==> src/rtl/mpr_pkg.sv <==
`timescale 1ns / 1ps
// ============================================================================
// mpr_pkg
// Shared constants, types and the CRC-16/CCITT-FALSE byte update for the
// multidrop packet receiver.
// ============================================================================
package mpr_pkg;

  // Payload store depth in bytes (16 to 256).
  localparam int PAYLOAD_DEPTH = 256;
  localparam int PAY_AW        = $clog2(PAYLOAD_DEPTH);

  // Depth as a 9-bit value for compares against frame counters.
  localparam logic [8:0] PAYLOAD_DEPTH_W = 9'(PAYLOAD_DEPTH);

  // Address, length and two CRC bytes around the payload.
  localparam logic [8:0] FRAME_OVERHEAD = 9'd4;
  localparam logic [8:0] CRC_BYTES      = 9'd2;
  localparam logic [8:0] POS_AFTER_ADDR = 9'd1;
  localparam logic [8:0] POS_AFTER_LEN  = 9'd2;

  localparam logic [15:0] CRC_INIT = 16'hFFFF;

  // Configuration register byte addresses.
  localparam logic [1:0] ADDR_NODE_ADDRESS = 2'd0;

  // Status that goes out with every result word.
  typedef struct packed {
    logic       receiving;
    logic       ready;
    logic       error;
    logic [7:0] length;
  } status_t;

  // Payload store write request.
  typedef struct packed {
    logic              en;
    logic [PAY_AW-1:0] addr;
    logic [7:0]        data;
  } wr_req_t;

  // One byte of CRC-16/CCITT-FALSE (poly 0x1021, MSB first).
  function automatic logic [15:0] crc_byte(input logic [15:0] crc, input logic [7:0] b);
    logic [7:0] x;
    x = crc[15:8] ^ b;
    x = x ^ {4'h0, x[7:4]};
    return {crc[7:0], 8'h00} ^ {x[3:0], 12'h000} ^ {3'b000, x, 5'b00000} ^ {8'h00, x};
  endfunction

endpackage

==> src/rtl/multidrop_packet_receiver.sv <==
`timescale 1ns / 1ps
// ============================================================================
// multidrop_packet_receiver
// Nine-bit multidrop UART packet receiver with CRC-16/CCITT-FALSE check and a
// payload store that can be read back word by word.
// ============================================================================
// Usage:
// Each input word is either a received line word (in_mode = 0: in_addr_flag
// and in_line_byte) or a payload read (in_mode = 1: in_read_index). Every
// input word produces exactly one result word carrying the status after the
// update (out_receiving, out_packet_ready, out_packet_error,
// out_payload_length) and, for reads, the stored payload byte.
// Throughput is one word per cycle while the output is not stalled; the
// result and the payload store read are both registered at the accept edge.
// The output register is a single stage: while it holds a word and
// out_stall is high, in_stall is raised and no new word is taken; otherwise
// a word is accepted every cycle, including the cycle in which the held
// result leaves. The payload store read port is enabled only on accepted
// reads, so a stalled read result holds its data.
// Reset clears the frame state and the status flags at once. The payload
// store is not cleared and needs no clearing pass: reads are gated by the
// ready flag and the held length, so an unwritten entry is never shown.
// The node address is set through the APB-style port at byte address 0.
// ============================================================================
module multidrop_packet_receiver (
  input  logic        clk,
  input  logic        rst_n,
  // Input channel
  input  logic        in_valid,
  output logic        in_stall,
  input  logic        in_mode,
  input  logic        in_addr_flag,
  input  logic [7:0]  in_line_byte,
  input  logic [7:0]  in_read_index,
  // Result channel
  output logic        out_valid,
  input  logic        out_stall,
  output logic        out_receiving,
  output logic        out_packet_ready,
  output logic        out_packet_error,
  output logic [7:0]  out_payload_length,
  output logic [7:0]  out_read_data,
  // Configuration port
  input  logic        psel,
  input  logic        penable,
  input  logic        pwrite,
  input  logic [1:0]  paddr,
  input  logic [31:0] pwdata,
  output logic [31:0] prdata,
  output logic        pready
);

  logic             in_accept;
  logic             out_take;
  logic [7:0]       node_address;
  mpr_pkg::status_t status_cur;
  mpr_pkg::status_t status_nxt;
  mpr_pkg::wr_req_t wr_req;
  logic             rd_ok;
  logic             rd_en;
  logic [7:0]       ram_rdata;

  logic             out_valid_r,  out_valid_nxt;
  mpr_pkg::status_t out_status_r;
  logic             rd_ok_r;

  // The output register is full and stalled: hold the input side.
  assign in_stall  = out_valid_r && out_stall;
  assign in_accept = in_valid && !in_stall;
  assign out_take  = out_valid_r && !out_stall;

  mpr_cfg_regs u_cfg (
    .clk          (clk),
    .rst_n        (rst_n),
    .psel         (psel),
    .penable      (penable),
    .pwrite       (pwrite),
    .paddr        (paddr),
    .pwdata       (pwdata),
    .prdata       (prdata),
    .pready       (pready),
    .node_address (node_address)
  );

  mpr_frame_ctrl u_frame (
    .clk          (clk),
    .rst_n        (rst_n),
    .word_en      (in_accept && !in_mode),
    .addr_flag    (in_addr_flag),
    .line_byte    (in_line_byte),
    .node_address (node_address),
    .status_cur   (status_cur),
    .status_nxt   (status_nxt),
    .wr_req       (wr_req)
  );

  // A read returns data only for a ready packet and an index inside it.
  assign rd_ok = status_cur.ready && (in_read_index < status_cur.length) &&
                 ({1'b0, in_read_index} < mpr_pkg::PAYLOAD_DEPTH_W);
  assign rd_en = in_accept && in_mode;

  mpr_ram #(
    .WIDTH (8),
    .DEPTH (mpr_pkg::PAYLOAD_DEPTH)
  ) u_store (
    .clk   (clk),
    .we    (wr_req.en),
    .waddr (wr_req.addr),
    .wdata (wr_req.data),
    .re    (rd_en),
    .raddr (in_read_index[mpr_pkg::PAY_AW-1:0]),
    .rdata (ram_rdata)
  );

  always_comb begin
    out_valid_nxt = out_valid_r;
    if (in_accept) begin
      out_valid_nxt = 1'b1;
    end else if (out_take) begin
      out_valid_nxt = 1'b0;
    end
  end

  always_ff @(posedge clk) begin
    if (!rst_n) begin
      out_valid_r <= 1'b0;
    end else begin
      out_valid_r <= out_valid_nxt;
    end
  end

  // Result payload: loaded only on accept, so it holds while stalled.
  always_ff @(posedge clk) begin
    if (in_accept) begin
      out_status_r <= status_nxt;
      rd_ok_r      <= rd_en && rd_ok;
    end
  end

  assign out_valid          = out_valid_r;
  assign out_receiving      = out_status_r.receiving;
  assign out_packet_ready   = out_status_r.ready;
  assign out_packet_error   = out_status_r.error;
  assign out_payload_length = out_status_r.length;
  assign out_read_data      = rd_ok_r ? ram_rdata : 8'h00;

endmodule

==> src/rtl/mpr_ram.sv <==
`timescale 1ns / 1ps
// ============================================================================
// mpr_ram
// Generic single-write, single-read synchronous RAM with a registered read.
// ============================================================================
module mpr_ram #(
  parameter int WIDTH = 8,
  parameter int DEPTH = 256
) (
  input  logic                     clk,
  input  logic                     we,
  input  logic [$clog2(DEPTH)-1:0] waddr,
  input  logic [WIDTH-1:0]         wdata,
  input  logic                     re,
  input  logic [$clog2(DEPTH)-1:0] raddr,
  output logic [WIDTH-1:0]         rdata
);

  logic [WIDTH-1:0] mem [DEPTH];

  always_ff @(posedge clk) begin
    if (we) begin
      mem[waddr] <= wdata;
    end
    if (re) begin
      rdata <= mem[raddr];
    end
  end

endmodule

==> src/rtl/mpr_cfg_regs.sv <==
`timescale 1ns / 1ps
// ============================================================================
// mpr_cfg_regs
// APB-style register file holding the node address.
// ============================================================================
module mpr_cfg_regs (
  input  logic        clk,
  input  logic        rst_n,
  input  logic        psel,
  input  logic        penable,
  input  logic        pwrite,
  input  logic [1:0]  paddr,
  input  logic [31:0] pwdata,
  output logic [31:0] prdata,
  output logic        pready,
  output logic [7:0]  node_address
);

  logic [7:0] node_addr_r;
  logic [7:0] node_addr_nxt;

  always_comb begin
    node_addr_nxt = node_addr_r;
    if (psel && penable && pwrite && (paddr == mpr_pkg::ADDR_NODE_ADDRESS)) begin
      node_addr_nxt = pwdata[7:0];
    end
  end

  always_ff @(posedge clk) begin
    if (!rst_n) begin
      node_addr_r <= 8'h00;
    end else begin
      node_addr_r <= node_addr_nxt;
    end
  end

  assign prdata       = (paddr == mpr_pkg::ADDR_NODE_ADDRESS) ? {24'h000000, node_addr_r}
                                                              : 32'h00000000;
  assign pready       = 1'b1;
  assign node_address = node_addr_r;

endmodule

==> src/rtl/mpr_frame_ctrl.sv <==
`timescale 1ns / 1ps
// ============================================================================
// mpr_frame_ctrl
// Frame sequencer: address match, length, payload store writes, running CRC
// and the end-of-frame check.
// ============================================================================
module mpr_frame_ctrl (
  input  logic              clk,
  input  logic              rst_n,
  input  logic              word_en,
  input  logic              addr_flag,
  input  logic [7:0]        line_byte,
  input  logic [7:0]        node_address,
  output mpr_pkg::status_t  status_cur,
  output mpr_pkg::status_t  status_nxt,
  output mpr_pkg::wr_req_t  wr_req
);

  logic        in_packet_r,  in_packet_nxt;
  logic        len_pend_r,   len_pend_nxt;
  logic [8:0]  byte_pos_r,   byte_pos_nxt;
  logic [8:0]  frame_size_r, frame_size_nxt;
  logic [15:0] crc_r,        crc_nxt;
  logic [15:0] rx_crc_r,     rx_crc_nxt;
  logic        ready_r,      ready_nxt;
  logic        error_r,      error_nxt;
  logic [7:0]  held_len_r,   held_len_nxt;

  logic [8:0]  crc_pos;
  logic [8:0]  store_idx;
  logic [8:0]  frame_len;
  logic [15:0] rx_crc_full;

  assign crc_pos     = frame_size_r - mpr_pkg::CRC_BYTES;
  assign store_idx   = byte_pos_r - mpr_pkg::POS_AFTER_LEN;
  assign frame_len   = frame_size_r - mpr_pkg::FRAME_OVERHEAD;
  assign rx_crc_full = rx_crc_r | {8'h00, line_byte};

  always_comb begin
    in_packet_nxt  = in_packet_r;
    len_pend_nxt   = len_pend_r;
    byte_pos_nxt   = byte_pos_r;
    frame_size_nxt = frame_size_r;
    crc_nxt        = crc_r;
    rx_crc_nxt     = rx_crc_r;
    ready_nxt      = ready_r;
    error_nxt      = error_r;
    held_len_nxt   = held_len_r;
    wr_req.en      = 1'b0;
    wr_req.addr    = store_idx[mpr_pkg::PAY_AW-1:0];
    wr_req.data    = line_byte;

    if (word_en) begin
      if (addr_flag && (line_byte == node_address)) begin
        // Own address starts (or restarts) a frame and clears the status.
        in_packet_nxt  = 1'b1;
        len_pend_nxt   = 1'b1;
        byte_pos_nxt   = mpr_pkg::POS_AFTER_ADDR;
        frame_size_nxt = 9'd0;
        crc_nxt        = mpr_pkg::crc_byte(mpr_pkg::CRC_INIT, line_byte);
        rx_crc_nxt     = 16'h0000;
        ready_nxt      = 1'b0;
        error_nxt      = 1'b0;
        held_len_nxt   = 8'h00;
      end else if (in_packet_r) begin
        if (len_pend_r) begin
          frame_size_nxt = {1'b0, line_byte} + mpr_pkg::FRAME_OVERHEAD;
          len_pend_nxt   = 1'b0;
          crc_nxt        = mpr_pkg::crc_byte(crc_r, line_byte);
          byte_pos_nxt   = mpr_pkg::POS_AFTER_LEN;
        end else begin
          byte_pos_nxt = byte_pos_r + 9'd1;
          if (byte_pos_r < crc_pos) begin
            // Payload byte: stored while it fits, always hashed.
            wr_req.en = (store_idx < mpr_pkg::PAYLOAD_DEPTH_W);
            crc_nxt   = mpr_pkg::crc_byte(crc_r, line_byte);
          end else if (byte_pos_r == crc_pos) begin
            rx_crc_nxt = {line_byte, 8'h00};
          end else begin
            rx_crc_nxt    = rx_crc_full;
            in_packet_nxt = 1'b0;
            if ((rx_crc_full == crc_r) && (frame_len <= mpr_pkg::PAYLOAD_DEPTH_W)) begin
              ready_nxt    = 1'b1;
              error_nxt    = 1'b0;
              held_len_nxt = frame_len[7:0];
            end else begin
              ready_nxt    = 1'b0;
              error_nxt    = 1'b1;
              held_len_nxt = 8'h00;
            end
          end
        end
      end
    end
  end

  always_ff @(posedge clk) begin
    if (!rst_n) begin
      in_packet_r  <= 1'b0;
      len_pend_r   <= 1'b0;
      byte_pos_r   <= 9'd0;
      frame_size_r <= 9'd0;
      crc_r        <= mpr_pkg::CRC_INIT;
      rx_crc_r     <= 16'h0000;
      ready_r      <= 1'b0;
      error_r      <= 1'b0;
      held_len_r   <= 8'h00;
    end else begin
      in_packet_r  <= in_packet_nxt;
      len_pend_r   <= len_pend_nxt;
      byte_pos_r   <= byte_pos_nxt;
      frame_size_r <= frame_size_nxt;
      crc_r        <= crc_nxt;
      rx_crc_r     <= rx_crc_nxt;
      ready_r      <= ready_nxt;
      error_r      <= error_nxt;
      held_len_r   <= held_len_nxt;
    end
  end

  assign status_cur.receiving = in_packet_r;
  assign status_cur.ready     = ready_r;
  assign status_cur.error     = error_r;
  assign status_cur.length    = ready_r ? held_len_r : 8'h00;

  assign status_nxt.receiving = in_packet_nxt;
  assign status_nxt.ready     = ready_nxt;
  assign status_nxt.error     = error_nxt;
  assign status_nxt.length    = ready_nxt ? held_len_nxt : 8'h00;

endmodule

==> config.mk <==
export PLATFORM = sky130hd
export DESIGN_NAME = multidrop_packet_receiver
export DESIGN_NICKNAME = d
export VERILOG_FILES = /design/src/rtl/mpr_pkg.sv /design/src/rtl/multidrop_packet_receiver.sv /design/src/rtl/mpr_ram.sv /design/src/rtl/mpr_cfg_regs.sv /design/src/rtl/mpr_frame_ctrl.sv
export SDC_FILE = /design/constraint.sdc
export NUM_CORES = 2
export LEC_CHECK = 0
export BUFFER_PORTS_ARGS = -buffer_cell sky130_fd_sc_hd__buf_2
export CAP_MARGIN = 30
export CELL_PAD_IN_SITES_DETAIL_PLACEMENT = 0
export CELL_PAD_IN_SITES_GLOBAL_PLACEMENT = 1
export CORE_MARGIN = 2
export CORE_UTILIZATION = 62
export CTS_BUF_LIST = sky130_fd_sc_hd__clkbuf_4
export CTS_CLUSTER_SIZE = 10
export DETAILED_ROUTE_END_ITERATION = 8
export PLACE_DENSITY_LB_ADDON = 0.1
export SYNTH_ARGS = -nofsm -noshare
export SYNTH_HDL_FRONTEND = slang
export SYNTH_SLANG_ARGS = --single-unit
export TNS_END_PERCENT = 5
==> constraint.sdc <==
create_clock -name clk -period 9.39 [get_ports clk]
set_input_delay 0.4695 -clock clk [delete_from_list [all_inputs] [get_ports clk]]
set_output_delay 0.4695 -clock clk [all_outputs]
set_load 0.02 [all_outputs]
# == Word level (Yosys, flattened, before mapping) ==
# Memory sizes are Yosys's and may differ from the RTL's. A register that Yosys moved wholly into a read port is not among the register bits.
# Cells that the tools add are included.
# totals
n_memories,1
ram_bits,2048
reg_bits,83
elab_cells,122
inputBits,59
output_inout_bits,54
# memory_table
name,depth,width,rd,rd_ports_with_merged_regs,wr,line_no,text
u_store.mem,256,8,1,1,1,mpr_ram.sv:19,logic [WIDTH-1:0] mem [DEPTH];
# op_classes
mux,56
eq_ne,5
add_sub_neg,5
n_lt_le_gt_ge,4
n_reduce_logical,24
n_bitwise,11
# op_table
op,count
2-to-1 mux 16 bit,9
2-to-1 mux 8 bit,10
2-to-1 mux 9 bit,6
XOR 16 x 13 -> 16 bit,2
XOR 16 x 8 -> 16 bit,2
2-to-1 mux 1 bit,31
"subtractor 9 x 2 -> 9 bit, second input constant",2
equality test 16 bit,1
inverter 8 bit,2
bitwise OR 16 x 8 -> 16 bit,1
XOR 16 bit,1
XOR 8 x 4 -> 8 bit,2
logical AND 1 bit,12
"adder 8 x 3 -> 9 bit, second input constant",1
"adder 9 x 1 -> 9 bit, second input constant",1
equality test 9 bit,1
"<= comparator 9 bit, second input constant",1
less-than comparator 9 bit,1
"less-than comparator 9 bit, second input constant",1
"subtractor 9 x 3 -> 9 bit, second input constant",1
equality test 8 bit,1
less-than comparator 8 bit,1
XOR 8 bit,1
AND reduction 3 bit,2
8 further kinds,12

# == Logic depth before layout (Yosys ltp) ==
# depth
ltp_word,10
depth_mapped,17
ltp_nobuf,14

# == Cells and area by module ==
# From an unflattened synthesis, not the netlist that was laid out.
# unflattened
hier_cells,4363
hier_area_um2,85057.8
# by_module_without_submodules
module,area_each_um2,seq_area_each_um2,n_inst,cells_each
mpr_ram,79636.4,61739.2,1,3733
mpr_frame_ctrl,4162.7,1241.2,1,506
multidrop_packet_receiver,655.6,380.4,1,52
mpr_cfg_regs,603.1,160.2,1,72

# == Worst setup path after synthesis ==
# Ideal clock, no wire load.
# synth_path
path_kind,register to register
from,register u_frame.frame_size_r[3]
to,memory u_store.mem[44][0] (enable)
stages_incl_launch_ff,17
setup_slack_ns,5.140
synth_period_minus_slack_ns,4.250
n_path_buf,2
setup_ns,0.383
required_ns,9.007
arrival_ns,3.867
path_cell_list,dfxtp_1 > inv_1 > ha_1 > or3b_4 > a21oi_1 > nand2_1 > xor2_1 > ha_1 > nand4_1 > nor2_1 > a221oi_1 > and2_1 > clkbuf_1 > nor3b_1 > nand3_1 > clkbuf_1 > nor3_1
# synth_between
elab_chain_cells,9
# synth_lines
element,line_no,text
start: declaration,mpr_frame_ctrl.sv:22,"logic [8:0] frame_size_r, frame_size_nxt;"
start signal: assignment,mpr_frame_ctrl.sv:112,frame_size_r <= frame_size_nxt;
subtractor 9 x 2 -> 9 bit,mpr_frame_ctrl.sv:34,assign crc_pos = frame_size_r - mpr_pkg::CRC_BYTES;
less-than comparator 9 bit,mpr_frame_ctrl.sv:73,if (byte_pos_r < crc_pos) begin
2-to-1 mux 1 bit,mpr_frame_ctrl.sv:73,
2-to-1 mux 1 bit,mpr_frame_ctrl.sv:66,if (len_pend_r) begin
2-to-1 mux 1 bit,mpr_frame_ctrl.sv:65,end else if (in_packet_r) begin
2-to-1 mux 1 bit,mpr_frame_ctrl.sv:54,if (addr_flag && (line_byte == node_address)) begin
2-to-1 mux 1 bit,mpr_frame_ctrl.sv:53,if (word_en) begin
2-to-1 mux 1 bit,mpr_ram.sv:22,if (we) begin
2-to-1 mux 1 bit (not written as such),mpr_ram.sv:23,mem[waddr] <= wdata;
end: declaration,mpr_ram.sv:19,
# No other way between the ends.

# == Worst setup path in the final report ==
# layout_path
from,register u_frame.frame_size_r[3]
to,memory u_store.mem[4][2] (enable)
# Same word-level chain as after synthesis.

==> flow_summary_export.csv <==
group,metric,value,unit
run_status,status,"complete, no violations",
placed_design,place_inst,6298,
detailed_routing,first_pass_iters,9,
setup_path,cp.arrival,6.32,ns
synth,yosys.area.top_type,"edfxtp_1",
setup_path,critPathTopFamily,"simple AND/OR/NAND/NOR gates",
floorplanning,chipWidth,374.4,µm
floorplanning,initial_core_util,62.63,%
cts,ctsLongestPathBuffers,4,
floorplanning,die_y,374.4,µm
layout,syn2layout_area_growth,12.50,%
synth,syn_area,85050,µm²
layout,final_util,70.45,%
sta,fin_setup_tns,0,ns
layout,nNetsFinal,5224,
layout,layout_common_cells,"edfxtp_1 (2,068), clkbuf_4 (767), mux4_2 (422)",
cts,clkLatencyLatePin,1.35,ns
sta,rsz0062_at_grt,"false",
detailed_routing,via_count,47100,
synth,synthArstFlopShare,0,%
detailed_routing,vias_per_cell,6.483,
floorplanning,num_rows,135,
detailed_routing,drt_wl_total,219600,µm
synth,synth.avg_cell_area,19.07,µm²
placed_design,gp_congestion,0.8686,
synth,synth.top_cell.area_share,73.02,%
synth,synth_seq_area_share,74.69,%
floorplanning,die_area,140200,µm²
sta,final_hold_viol_count,0,
sta,worst_slew_pin_slew,1.071,ns
synth,yosysWarnings,0,
power,p_leak,31.48,nW
setup_path,slowest_stage,"nor3_1",
global_route,gr-total-overflow,0,
cts,root_buffer,"clkbuf_4",
global_route,grt_pass1_vias,47170,
worst_hold_path,whs_path_depth,2,
detailed_routing,drt_iter0_markers,5905,
placed_design,io_buffers,63,
global_route,antenna_found_initial,8,
placed_design,dp_hpwl,132200,µm
sta,fin_ws,4.113,ns
global_route,grt_pass1_wl,316200,µm
layout,final_area,95680,µm²
layout,drive_above_1_share,30.42,%
floorplanning,fp.coreArea,135800,µm²
floorplanning,io_pins,113,
sta,fin_skew,0.1032,ns
layout,n_fill_cell,8797,
setup_path,worst_path_largest_cell_delay,0.76,ns
synth,ys_types,69,
sta,fin_crit,5.277,ns
synth,synth_edf_count,2068,
setup_path,worst-setup-path-type,"flop to flop",
setup_path,startpoint_type,"flop",
placed_design,post-place-ws,4.073,ns
layout,seqCellArea,63520,µm²
cts,cts_htree_levels,6,
power,p_total,18.96,mW
layout,multiInputGateArea,20110,µm²
setup_path,critPathBufInv,3,
detailed_routing,drt-wirelength-per-cell,30.22,µm
cts,cts_tree,"done",
setup_path,endpoint_kind,"flop",
sta,fmax,0.1895,GHz
synth,postSynthCellCount,4459,
layout,fin_cells,7265,
job,drv_cap,0,
cts,cts-buffers-inserted,558,
detailed_routing,post-route-drc-count,0,
placed_design,dpl-instance-area,88460,µm²
cts,clk_pin_slew,0.06,ns
synth,yosys-top-cells-area,"edfxtp_1 (73%), mux4_2 (11%), mux2i_1 (2.4%), dfxtp_1 (1.7%), nor3_1 (1.4%)",
global_route,grt_max_degree,161,
synth,synth_ff_type,"edfxtp_1",
power,peakVddDrop,0.0001542,V
detailed_routing,ant_nets,0,
sta,fin_crit_sh,56.20,%
synth,ys_ff_latch,2139,
setup_path,path_max_fanout,50,
layout,layout_commonest_cell,"edfxtp_1",
setup_path,cp.depth,16,
setup_path,rr_worst_depth,16,
setup_path,crit_chain,"inv_1 -> ha_1 -> or3b_4 -> a21oi_1 -> nand2_1 -> xor2_1 -> ha_1 -> nand4_1 -> nor2_1 -> a221oi_1 -> and2_1 -> nor3b_1 -> nand3_2 -> buf_4 -> nor3_1 -> buf_4",
global_route,track_usage,31.61,%
sta,fin_hold_ws,0.1766,ns
sta,relSlewSlack,28.34,%
cts,cts_sinks,2139,
sta,setup_viol,0,
worst_hold_path,hold_path.class,"primary input to flop",
sta,finalMaxSlewViolations,0,
setup_path,required,10.44,ns
power,p_per_area,198.1,nW/µm²
## flip-flops by register name, summed over array words and instances, names as in the netlist
signal,cells
u_frame.in_packet_r,1
u_frame.byte_pos_r,9
u_store.mem,2048
u_frame.ready_r,1
u_store.rdata,8
u_cfg.node_address,8
u_frame.len_pend_r,1
out_packet_ready,1
u_frame.held_len_r,8
out_payload_length,8
out_valid,1
u_frame.rx_crc_r,16
u_frame.crc_r,16
out_receiving,1
u_frame.error_r,1
out_packet_error,1
u_frame.frame_size_r,9
rd_ok_r,1
## cell type report
cell class              count  share of cell area [%]
clock buffers             767                   6.018
diodes                      8                 0.02092
repair buffers            410                   3.404
inverters                  11                 0.04315
well taps                1781                   2.329
clock inverters           131                  0.7755
multi-input cells        2018                   21.02
flip-flops and latches   2139                   66.39
## synthesized netlist by cell type, types with 9 or more instances
cell / n
a22o_1: 14
buf_1: 22
buf_4: 67
a211oi_1: 9
a31oi_1: 22
o22ai_1: 64
xor2_1: 27
o211ai_1: 30
and2_1: 27
a21oi_1: 67
nor3_1: 231
edfxtp_1: 2068
a22oi_1: 107
mux2_2: 36
dfxtp_1: 71
ha_1: 27
o21ai_0: 14
clkbuf_1: 122
mux4_2: 422
a221oi_1: 17
and3_1: 13
nor2_1: 154
mux2i_1: 208
nand4_1: 29
nand3_1: 69
nor4_1: 19
a21boi_0: 10
nand2_1: 163
xnor2_1: 64
inv_1: 11
buf_2: 94
nand2b_1: 19
nor2b_1: 40
## routing by layer
| layer | up-vias | track usage, % | part of all wire [%] |
|---|---|---|---|
| met3 | 394 | 7.916 | 11 |
| met4 | 2 | 12.61 | 3.5 |
| met5 | - | 0 | 0.0055 |
| met1 | 24100 | 45.22 | 39 |
| li1 | 19830 | - | - |
| met2 | 2778 | 47.54 | 47 |
## cells by family (layout without fill, tap and decap cells)
kind of cell,Yosys count,in the layout,synth area share (%)
compound gates,402,402,3.269
other cells,2,33,0.008830
flops,2139,2139,74.69
simple gates,807,807,4.677
mux,666,666,14.10
buf+inv,325,1319,1.926
fa+ha+maj,27,27,0.3972
xor+xnor,91,91,0.9371
## where the power goes
part / internal [mW] / switching (mW) / leakage (nW)
logic: 0.308 / 0.598 / 8.40
clock network: 3.99 / 3.60 / 3.91
registers: 10.5 / 0.00367 / 19.2
total: 14.8 / 4.20 / 31.5
## what timing repair did
item                                   CTS  global route
buffers inserted                         0             0
gates resized for setup                  0             0
hold buffers                            52             0
endpoints found under the hold margin  743             0
## worst paths after layout
kind	slack, ns	to	start
worst max-delay path	4.11	u_store.mem[4][2]$_DFFE_PP_	u_frame.frame_size_r[3]$_SDFFE_PN0P_
worst min-delay path	0.18	u_store.mem[126][4]$_DFFE_PP_	in_line_byte[4]
worst max register to register	4.11	u_store.mem[4][2]$_DFFE_PP_	u_frame.frame_size_r[3]$_SDFFE_PN0P_
worst min register to register	0.48	u_frame.rx_crc_r[4]$_SDFFE_PN0P_	u_frame.rx_crc_r[4]$_SDFFE_PN0P_
No activity file was read; power rests on OpenSTA's default activity.
